`src/hdl/mlfc_pkg.sv`:
```
// ----------------------------------------------------------------------------
// mlfc_pkg
// shared types and constants of the mesh level-of-detail face collapse block
// ----------------------------------------------------------------------------
`default_nettype none

package mlfc_pkg;

  localparam int MAX_VERTICES_DEF = 1024;
  localparam int MAX_FACES_DEF    = 2048;

  localparam int CORNER_W = 10;
  localparam int INDEX_W  = 11;
  localparam int VCOUNT_W = 11;
  localparam int FCOUNT_W = 12;
  localparam int LEVEL_W  = 16;
  localparam int CFG_W    = 12;

  typedef enum logic [1:0] {
    CMD_LOAD_VERTEX = 2'd0,
    CMD_LOAD_FACE   = 2'd1,
    CMD_SET_LEVEL   = 2'd2,
    CMD_READ_FACE   = 2'd3
  } cmd_e;

  typedef enum logic [1:0] {
    ST_OK    = 2'd0,
    ST_RANGE = 2'd1,
    ST_CHAIN = 2'd2
  } status_e;

  typedef enum logic [1:0] {
    REG_VERTEX_TOTAL = 2'd0,
    REG_FACE_TOTAL   = 2'd1,
    REG_LOD_STEPS    = 2'd2
  } reg_e;

  typedef struct packed {
    logic                done;
    status_e             status;
    logic [CORNER_W-1:0] vertex;
  } lane_res_t;

  typedef struct packed {
    status_e             status;
    logic [CORNER_W-1:0] corner_a;
    logic [CORNER_W-1:0] corner_b;
    logic [CORNER_W-1:0] corner_c;
  } merge_res_t;

  typedef enum logic [1:0] {
    L_IDLE,
    L_CHECK,
    L_WAIT
  } lane_state_e;

  typedef enum logic [2:0] {
    V_IDLE,
    V_MUL,
    V_PREP,
    V_CHECK,
    V_WAIT
  } lvl_state_e;

  typedef enum logic [2:0] {
    S_IDLE,
    S_FACE_RD,
    S_LANES,
    S_LEVEL,
    S_DONE
  } top_state_e;

endpackage

`default_nettype wire

```
`src/hdl/mlfc_merge.sv`:
```
// ----------------------------------------------------------------------------
// mlfc_merge
// combines the three lane results, first error in corner order wins
// ----------------------------------------------------------------------------
`default_nettype none

module mlfc_merge (
  input  mlfc_pkg::lane_res_t  lane_a_i,
  input  mlfc_pkg::lane_res_t  lane_b_i,
  input  mlfc_pkg::lane_res_t  lane_c_i,
  output logic                 all_done_o,
  output mlfc_pkg::merge_res_t res_o
);

  always_comb begin
    all_done_o     = lane_a_i.done & lane_b_i.done & lane_c_i.done;
    res_o.corner_a = '0;
    res_o.corner_b = '0;
    res_o.corner_c = '0;
    if (lane_a_i.status != mlfc_pkg::ST_OK) begin
      res_o.status = lane_a_i.status;
    end else if (lane_b_i.status != mlfc_pkg::ST_OK) begin
      res_o.status = lane_b_i.status;
    end else if (lane_c_i.status != mlfc_pkg::ST_OK) begin
      res_o.status = lane_c_i.status;
    end else begin
      res_o.status   = mlfc_pkg::ST_OK;
      res_o.corner_a = lane_a_i.vertex;
      res_o.corner_b = lane_b_i.vertex;
      res_o.corner_c = lane_c_i.vertex;
    end
  end

endmodule

`default_nettype wire
```
`config.mk`:
```
export PLATFORM = sky130hd
export DESIGN_NAME = mlfc_merge
export DESIGN_NICKNAME = d
export VERILOG_FILES = /design/src/hdl/mlfc_pkg.sv /design/src/hdl/mlfc_merge.sv
export SDC_FILE = /design/constraint.sdc
export NUM_CORES = 1
export LEC_CHECK = 0
export CAP_MARGIN = 30
export CORE_AREA = 2 2 39 41
export DETAILED_ROUTE_END_ITERATION = 12
export DIE_AREA = 0 0 41 43
export DONT_BUFFER_PORTS = 1
export PLACE_DENSITY = 0.4
export SETUP_SLACK_MARGIN = 0.5
export SLEW_MARGIN = 20
export SYNTH_ARGS = -nofsm -noshare
export SYNTH_HDL_FRONTEND = slang
export SYNTH_SLANG_ARGS = --single-unit
```
`constraint.sdc`:
```
create_clock -name vclk -period 4.1
set_input_delay 1.23 -clock vclk [all_inputs]
set_output_delay 1.23 -clock vclk [all_outputs]
set_load 0.05 [all_outputs]
```
# After elaboration in Yosys (flattened, before gate mapping)

Cells that the tools add are included.
Widths: inputs -> output; s select.

Output and inout bits: 33
Register bits: 0
Bits of input ports: 39

Reductions and logical operators: 3
Bitwise gates (word level): 2
Multiplexer cells: 6

Operators with widths:

| cell              | count |
|---|---|
| $mux 30           | 3 |
| $mux 2            | 3 |
| $reduce_bool 2->1 | 3 |
| $and 1x1->1       | 2 |

# Longest topological paths before layout

Gate-level depths: netlist of the first run.

Depth in word-level cells: 4
Mapped depth: 3
Gate-level depth less buffers: 2

# Least setup slack after synthesis of the first run

Ideal clock, no wire load.

Path type: in2out
Start: input lane_c_i[11] (netlist bit)
End: output res_o[31] (netlist bit)
Setup slack: -0.239 ns
Cell stages on the path: 2
Data required time: 2.870 ns
Arrival time: 3.109 ns
Path through: inv_1 o311ai_0

RTL lines:

| what               | RTL line         | RTL |
|---|---|---|
| start: declaration | mlfc_merge.sv:10 | `input mlfc_pkg::lane_res_t lane_c_i,` |
| end: declaration   | mlfc_merge.sv:12 | `output mlfc_pkg::merge_res_t res_o` |

==> run_results.csv, run 1 <==
group,metric,value,unit
yosys,synth_xor_area_frac,0,
cells_and_area,layout-drive-gt1-share,0.4932,
setup_path,worst-path-buf-inv,2,
sta,tightestPinTransition,0.4866,ns
setup_path,arrival,2.08,ns
sta,setup_tns,0,ns
routing,vias,452,
routing,drt-total-wl,1.094,mm
cells_and_area,n_sequential_cell,0,
status,status,"finished, final reports clean",
floorplanning,start_util,0.2107,
setup_path,critPathKind,"in2out",
power_and_ir_drop,switching_power,0.00001959,W
grt,grt_overflow_total,0,
power_and_ir_drop,peakVddDrop,0.00003022,V
setup_path,crit_top_cell,"buf_4",
setup_path,crit_chain,"nor4_4, buf_4, and3_1, buf_4",
floorplanning,rows,14,
power_and_ir_drop,p_leak,0.3948,nW
min_path,hold_end,"res_o[31]",
sta,fmax,302.0,MHz
cells_and_area,fill_cells,160,
sta,slew-limit-headroom,0.6768,
cells_and_area,multi_input_area,257.7,µm²
power_and_ir_drop,p_int,0.000008109,W
cts,cts_setup_buffers,0,
grt,grt_start_max_net_pins,31,
floorplanning,dieArea,0.001763,mm²
grt,grt_pass1_vias,302,
yosys,synth_nets,84,
setup_path,cp-start-kind,"input port",
floorplanning,die_h,43,µm
power_and_ir_drop,powerDensity,51.24,mW/mm²
sta,slew_violations,0,
cells_and_area,clkbuf_count,0,
floorplanning,io_pins,72,
place,finalWeightedCongestion,0.6097,
setup_path,crit_path_top_delay_cell,"nor4_4",
grt,grt_pass1_wl,1.304,mm
yosys,synth.distinct_cells,10,
place,place.port_buffers,0,
routing,viasPerCell,5.079,
routing,routedWlPerCell,12.29,µm
routing,drc,0,
sta,rsz0062_at_grt,"false",
yosys,synth_compound_area_frac,0.06009,
min_path,worstHoldStart,"lane_a_i[10]",
power_and_ir_drop,power.share.clock,0,
setup_path,crit_path_max_incr_delay,0.26,ns
setup_path,cp-end-kind,"output pin",
routing,drtIter0Drc,5,
place,hpwl,916.9,µm
floorplanning,core-area,0.001384,mm²
cts,cts_hold_buf,0,
yosys,synthMuxAreaShare,0,
sta,finalHoldViolCount,0,
yosys,synth.top_cell.area_share,0.6652,
min_path,whs_path_depth,2,
sta,setup_violations,0,
yosys,syn_area_per_cell,6.478,µm²
yosys,syn-cell-area,291.5,µm²
yosys,yosysSeqAreaShare,0,
yosys,synth_top_family_by_area,"simple AND/OR/NAND/NOR gates",
yosys,synth.area.top_cells,"and3_1 (67%), buf_4 (7.7%), nor4_4 (7.3%)",
cells_and_area,n_antenna_cell,0,
setup_path,required,2.87,ns
setup_path,crit_fanout,17,
sta,layout_min_cycle_time,3.311,ns
cells_and_area,final-seq-area,0,µm²
job,drv_cap,0,
power_and_ir_drop,power_frac_seq,0,
floorplanning,die_x,41,µm
power_and_ir_drop,comb_power_share,1.000,
place,post-place-ws,0.7850,ns
yosys,synth-simple-area-share,0.7983,
cells_and_area,num-nets-final,114,
yosys,yosys_warnings,0,
min_path,hp-class,"in2out",
yosys,netlist.top_cell.by_area,"and3_1",
routing,drtAntennaViolNets,0,
grt,antenna_found_initial,0,
cts,cts_resized,0,
grt,grtUsageTotal,0.09590,
yosys,synthCells,45,
setup_path,critical-path-top-delay-family,"simple AND/OR/NAND/NOR gates",
sta,finalWorstSetupSlack,0.7892,ns
yosys,ys_top_cells_by_count,"and3_1 (31), buf_4 (3), clkbuf_1 (3)",
power_and_ir_drop,p_sw_frac,0.7072,
cells_and_area,syn2layout_area_growth,85.41,%
routing,first_pass_iters,3,
yosys,synthAdderAreaFrac,0,
sta,fin_crit_sh,0.8075,
yosys,synth.most_common_cell,"and3_1",
==> routing by layer <==
| metal | wire, µm | GRT usage |
|---|---|---|
| met1 | 370 | 0.1203 |
| met2 | 560 | 0.1781 |
| met3 | 164 | 0.005236 |
| met4 | 0 | 0 |
| met5 | 0 | 0 |
==> power groups by stage <==
stage               Sequential (W)  Clock (W)  Combinational (W)
floorplan                        0          0          0.0000227
CTS                              0          0          0.0000277
detailed placement               0          0          0.0000277
finish                           0          0          0.0000277
global placement                 0          0          0.0000274
global route                     0          0          0.0000291
==> layout by cell type, fill, tap and decap left out <==
| cell | n |
|---|---|
| nor2_1 | 1 |
| nor3b_1 | 1 |
| and3_1 | 31 |
| o311ai_2 | 1 |
| inv_1 | 2 |
| buf_4 | 34 |
| nand2b_1 | 1 |
| a211o_1 | 1 |
| nor4_4 | 1 |
==> metrics by stage <==
step                hold slack [ns]  instances    util  area (µm²)  total power (W)
floorplan                     2.708         45       -       299.0       0.00002273
global placement              2.705         89  0.3906       540.5       0.00002739
detailed placement            2.709         89  0.3906       540.5       0.00002765
CTS                           2.709         89  0.3906       540.5       0.00002771
global route                  2.725         89  0.3906       540.5       0.00002908
finish                        2.710         89  0.3906       540.5       0.00002770
==> how the worst max path moves through the flow <==
stage	startpoint	end	slack, ns	depth (start not counted)
2_1_floorplan	lane_c_i[11]	res_o[0]	0.72	3
3_3_place_gp	lane_c_i[11]	res_o[10]	0.81	4
3_5_place_dp	lane_c_i[11]	res_o[0]	0.78	4
4_1_cts	lane_c_i[11]	res_o[5]	0.78	4
5_1_grt	lane_c_i[11]	res_o[2]	0.72	4
6_report	lane_c_i[11]	res_o[0]	0.79	4
==> kinds of logic (layout without fill, tap and decap cells) <==
kind of cell,Yosys count,after routing
and+or+nand+nor,35,35
AOI/OAI and AO/OA,2,2
buffers and inverters,8,36
==> cell type report <==
class	instances	share of cell area
timing repair buffer	34	0.4722
inverter	2	0.01389
tap	16	0.03704
multi-input combinational	37	0.4769
Power figures use the tool's default switching activity.
==> run 2: changes to the inputs <==
PLACE_DENSITY = 0.41   (was 0.4)
clock period = 2.89 ns   (was 4.1 ns; I/O delays follow)
==> run 2 against run 1 <==
  * Worst setup slack worse by 0.49 ns
  * Cell count down 1.1%
  * Flip-flop and latch count unchanged
  * Global-route usage up 5.1 points
==> run_results.csv, run 2 (synthesized netlist as in run 1, its figures left out) <==
group,metric,value,unit
status,status,"finished, final reports clean",
sta,setup_tns,0,ns
routing,drc,0,
setup_path,crit_fanout,17,
floorplanning,io_pins,72,
job,drv_cap,0,
sta,slew_violations,0,
setup_path,required,2.02,ns
routing,routedWlPerCell,14.76,µm
cells_and_area,fin_area,957.2,µm²
floorplanning,core-area,0.001384,mm²
sta,slew-limit-headroom,0.5883,
sta,finalHoldViolCount,0,
routing,wl_met3,104,µm
place,place.port_buffers,0,
floorplanning,start_util,0.2107,
power_and_ir_drop,p_leak,0.4579,nW
routing,drtIter0Drc,1,
routing,first_pass_iters,2,
grt,grt_pass1_vias,423,
routing,vias,441,
cells_and_area,syn2layout_area_growth,228.3,%
cells_and_area,mostFrequentLayoutCells,"and3_2 (30), buf_12 (30), buf_4 (3), inv_1 (2)",
routing,drt-total-wl,1.299,mm
power_and_ir_drop,peakVddDrop,0.00003569,V
sta,rsz0062_at_grt,"true",
cells_and_area,num-nets-final,113,
sta,fin_crit_sh,0.8955,
power_and_ir_drop,total_power,0.00004770,W
sta,fmax,386.4,MHz
cells_and_area,n_antenna_cell,0,
grt,grt_start_max_net_pins,31,
min_path,hp-class,"in2out",
setup_path,cp-end-kind,"output pin",
routing,viasPerCell,5.011,
sta,tightestPinTransition,0.6161,ns
floorplanning,die_x,41,µm
sta,setup_violations,0,
cells_and_area,layout-drive-gt1-share,0.9167,
setup_path,critPathKind,"in2out",
cells_and_area,clkbuf_count,0,
power_and_ir_drop,powerDensity,49.84,mW/mm²
place,finalWeightedCongestion,0.5987,
routing,route.met2.wl,780,µm
place,postPlaceCellArea,955.9,µm²
setup_path,arrival,1.72,ns
setup_path,cp-start-kind,"input port",
cells_and_area,n_sequential_cell,0,
floorplanning,die_h,43,µm
floorplanning,rows,14,
cells_and_area,final-seq-area,0,µm²
cells_and_area,fin_util,0.6917,
min_path,worstHoldStart,"lane_a_i[10]",
floorplanning,dieArea,0.001763,mm²
grt,grtUsageTotal,0.1469,
sta,layout_min_cycle_time,2.588,ns
min_path,whs_path_depth,1,
min_path,hold_end,"res_o[31]",
grt,grt_overflow_total,0,
routing,wl_met1,414,µm
grt,antenna_found_initial,0,
routing,dr.max_layer_used,"met3",
grt,grt_pass1_wl,1.890,mm
routing,drtAntennaViolNets,0,
run 2: changes by cell type in the layout (fill, tap and decap cells not counted):
cell	change
o311ai_4	+1
and3_2	+30
a211o_1	-1
o311ai_2	-1
and3_1	-30
a211o_2	+1
buf_12	+30
buf_4	-31
run 2: worst max-delay path by stage:
stage / from / end / cells after the start
2_1_floorplan: lane_c_i[11] / res_o[0] / 3
3_3_place_gp: lane_c_i[11] / res_o[5] / 4
3_5_place_dp: lane_c_i[11] / res_o[0] / 4
4_1_cts: lane_c_i[11] / res_o[0] / 4
5_1_grt: lane_c_i[11] / res_o[0] / 4
6_report: lane_c_i[11] / res_o[0] / 4
run 2: per-stage QoR:
| step | hold WS, ns | setup slack [ns] | instances |
|---|---|---|---|
| global route | 1.908 | 0.2612 | 88 |
| floorplan | 1.899 | 0.3515 | 45 |
| CTS | 1.905 | 0.2960 | 88 |
| global placement | 1.902 | 0.3220 | 88 |
| detailed placement | 1.905 | 0.2960 | 88 |
| finish | 1.904 | 0.3019 | 88 |
run 2: what timing repair did:
action,CTS,global route
gates resized for setup,0,1
pin swaps,0,0
cloned,0,0
setup buffers,0,0
hold buffers,0,0
endpoints found under the setup margin,30,31
run 2: cell type report:
type	instances	area (µm²)
Timing Repair Buffer	33	623.1
Fill cell	103	426.7
Multi-Input combinational cell	37	306.5
Tap cell	16	20.02
Inverter	2	7.507
run 2: power by group:
part / internal [W] / total [W] / switching (W)
logic: 0.0000178 / 0.0000477 / 0.0000299
clock network: 0 / 0 / 0
registers: 0 / 0 / 0
total: 0.0000178 / 0.0000477 / 0.0000299
run 2: metal layers:
metal  track usage  vias up
met5             0        -
met2        0.2938       32
met4             0        0
met3      0.005236        0
met1        0.1646      188
li1              -      221
run 2: worst max-delay path, stage by stage:
cell	delay, ns
nor4_4	0.26
buf_4	0.22
and3_2	0.23
buf_12	0.14
==> run 3: changes to the inputs <==
PLACE_DENSITY = unset   (was 0.41)
PLACE_DENSITY_LB_ADDON = 0.05   (was unset)
==> run 3 against run 2 <==
  * Global-route usage grew 1.7 points
  * Combinational power is essentially flat
  * Sequential share of layout area is the same
  * Power is essentially flat
  * First-iteration DRC count shrank 100%
  * Worst setup slack lost 0.0017 ns
  * Cell count shrank 1.1%
  * Critical path depth is the same
  * Highest routed layer unchanged
==> run_results.csv, run 3 (synthesized netlist as in run 1, its figures left out) <==
group,metric,value,unit
setup_path,crit_cells,4,
routing,vias,442,
floorplanning,dieArea,0.001763,mm²
power_and_ir_drop,p_leak,0.4558,nW
sta,tightestPinTransition,0.6087,ns
grt,grt_pass1_wl,2.083,mm
sta,finalHoldViolCount,0,
cells_and_area,n_sequential_cell,0,
status,status,"finished, final reports clean",
place,post-place-ws,0.2983,ns
sta,setup_violations,0,
sta,fmax,386.1,MHz
routing,drt-total-wl,1.455,mm
sta,setup_tns,0,ns
setup_path,critical-path-top-delay-family,"simple AND/OR/NAND/NOR gates",
setup_path,startpoint,"lane_c_i[11]",
setup_path,required,2.02,ns
setup_path,cp-end-kind,"output pin",
grt,grt_overflow_total,0,
routing,drtIter0Drc,0,
power_and_ir_drop,total_power,0.00004766,W
job,drv_cap,0,
sta,slew-limit-headroom,0.5932,
routing,drtAntennaViolNets,0,
power_and_ir_drop,powerDensity,49.60,mW/mm²
cells_and_area,syn2layout_area_growth,229.6,%
floorplanning,rows,14,
cells_and_area,mostFrequentLayoutCells,"buf_12 (31), and3_2 (30), inv_1 (2)",
sta,fin_crit_sh,0.8961,
setup_path,crit_chain,"nor4_4, buf_12, and3_2, buf_12",
cells_and_area,final_cells,87,
setup_path,cp-start-kind,"input port",
place,dp.cells,87,
cells_and_area,fin_area,960.9,µm²
floorplanning,core-area,0.001384,mm²
grt,grt_pass1_vias,428,
setup_path,worst-path-buf-inv,2,
sta,rsz0062_at_grt,"true",
sta,finalWorstSetupSlack,0.3002,ns
cells_and_area,n_antenna_cell,0,
floorplanning,die_x,41,µm
min_path,whs_path_depth,1,
routing,viasPerCell,5.080,
sta,layout_min_cycle_time,2.590,ns
floorplanning,start_util,0.2107,
cells_and_area,clkbuf_count,0,
setup_path,crit_top_cell,"buf_12",
grt,grtUsageTotal,0.1638,
place,postPlaceCellArea,960.9,µm²
grt,antenna_found_initial,0,
place,hpwl,1.360,mm
routing,first_pass_iters,1,
floorplanning,die_h,43,µm
routing,routedWlPerCell,16.72,µm
setup_path,crit_path_max_incr_delay,0.30,ns
cells_and_area,final_common_cell,"buf_12",
min_path,hp-class,"in2out",
cts,cts_resized,0,
floorplanning,io_pins,72,
setup_path,critPathKind,"in2out",
sta,slew_violations,0,
place,place.port_buffers,0,
power_and_ir_drop,peakVddDrop,0.00005126,V
setup_path,crit_fanout,30,
setup_path,crit_path_end,"res_o[4]",
cells_and_area,final-seq-area,0,µm²
routing,drc,0,
grt,grt_start_max_net_pins,31,
cts,cts_hold_buf,0,
setup_path,crit_path_top_delay_cell,"nor4_4",
cells_and_area,layout-drive-gt1-share,0.9014,
setup_path,arrival,1.72,ns
cts,cts_setup_buffers,0,
place,finalWeightedCongestion,0.6083,
cells_and_area,num-nets-final,112,
[run 3: cell types whose count changed in the layout (fill, tap and decap cells not counted), sizes merged]
cell / before / now
buf: 33 / 32
[run 3: routing by layer]
layer  up-vias  wire length (µm)  track usage
met5         -                 0            0
met4         0                 0            0
met3         0               118     0.005236
met2        29               927       0.3344
met1       195               409       0.1772
li1        218                 -            -
[run 3: where the power goes]
| group | switching, W | leakage, nW | total [W] | internal (W) |
|---|---|---|---|---|
| clock | 0 | 0 | 0 | 0 |
| combinational | 0.0000296 | 0.456 | 0.0000477 | 0.0000181 |
| sequential | 0 | 0 | 0 | 0 |
| total | 0.0000296 | 0.456 | 0.0000477 | 0.0000181 |
[run 3: cell type report]
cell class / count / area (µm²)
timing repair buffer: 32 / 628.1
inverter: 2 / 7.507
multi-input combinational: 37 / 305.3
fill: 102 / 422.9
tap: 16 / 20.02
[run 3: how the worst min path moves through the flow]
stage	slack, ns	startpoint	end
floorplan	1.90	lane_a_i[10]	res_o[31]
detailed placement	1.90	lane_a_i[10]	res_o[31]
finish	1.90	lane_a_i[10]	res_o[31]
global placement	1.91	lane_a_i[10]	res_o[31]
CTS	1.90	lane_a_i[10]	res_o[31]
global route	1.91	lane_a_i[10]	res_o[31]
[run 3: per-stage QoR]
stage	utilization	hold WS, ns
after floorplan	-	1.899
after CTS	0.6944	1.904
after global placement	0.6944	1.907
final	0.6944	1.902
after detailed placement	0.6944	1.904
after global routing	0.6944	1.906
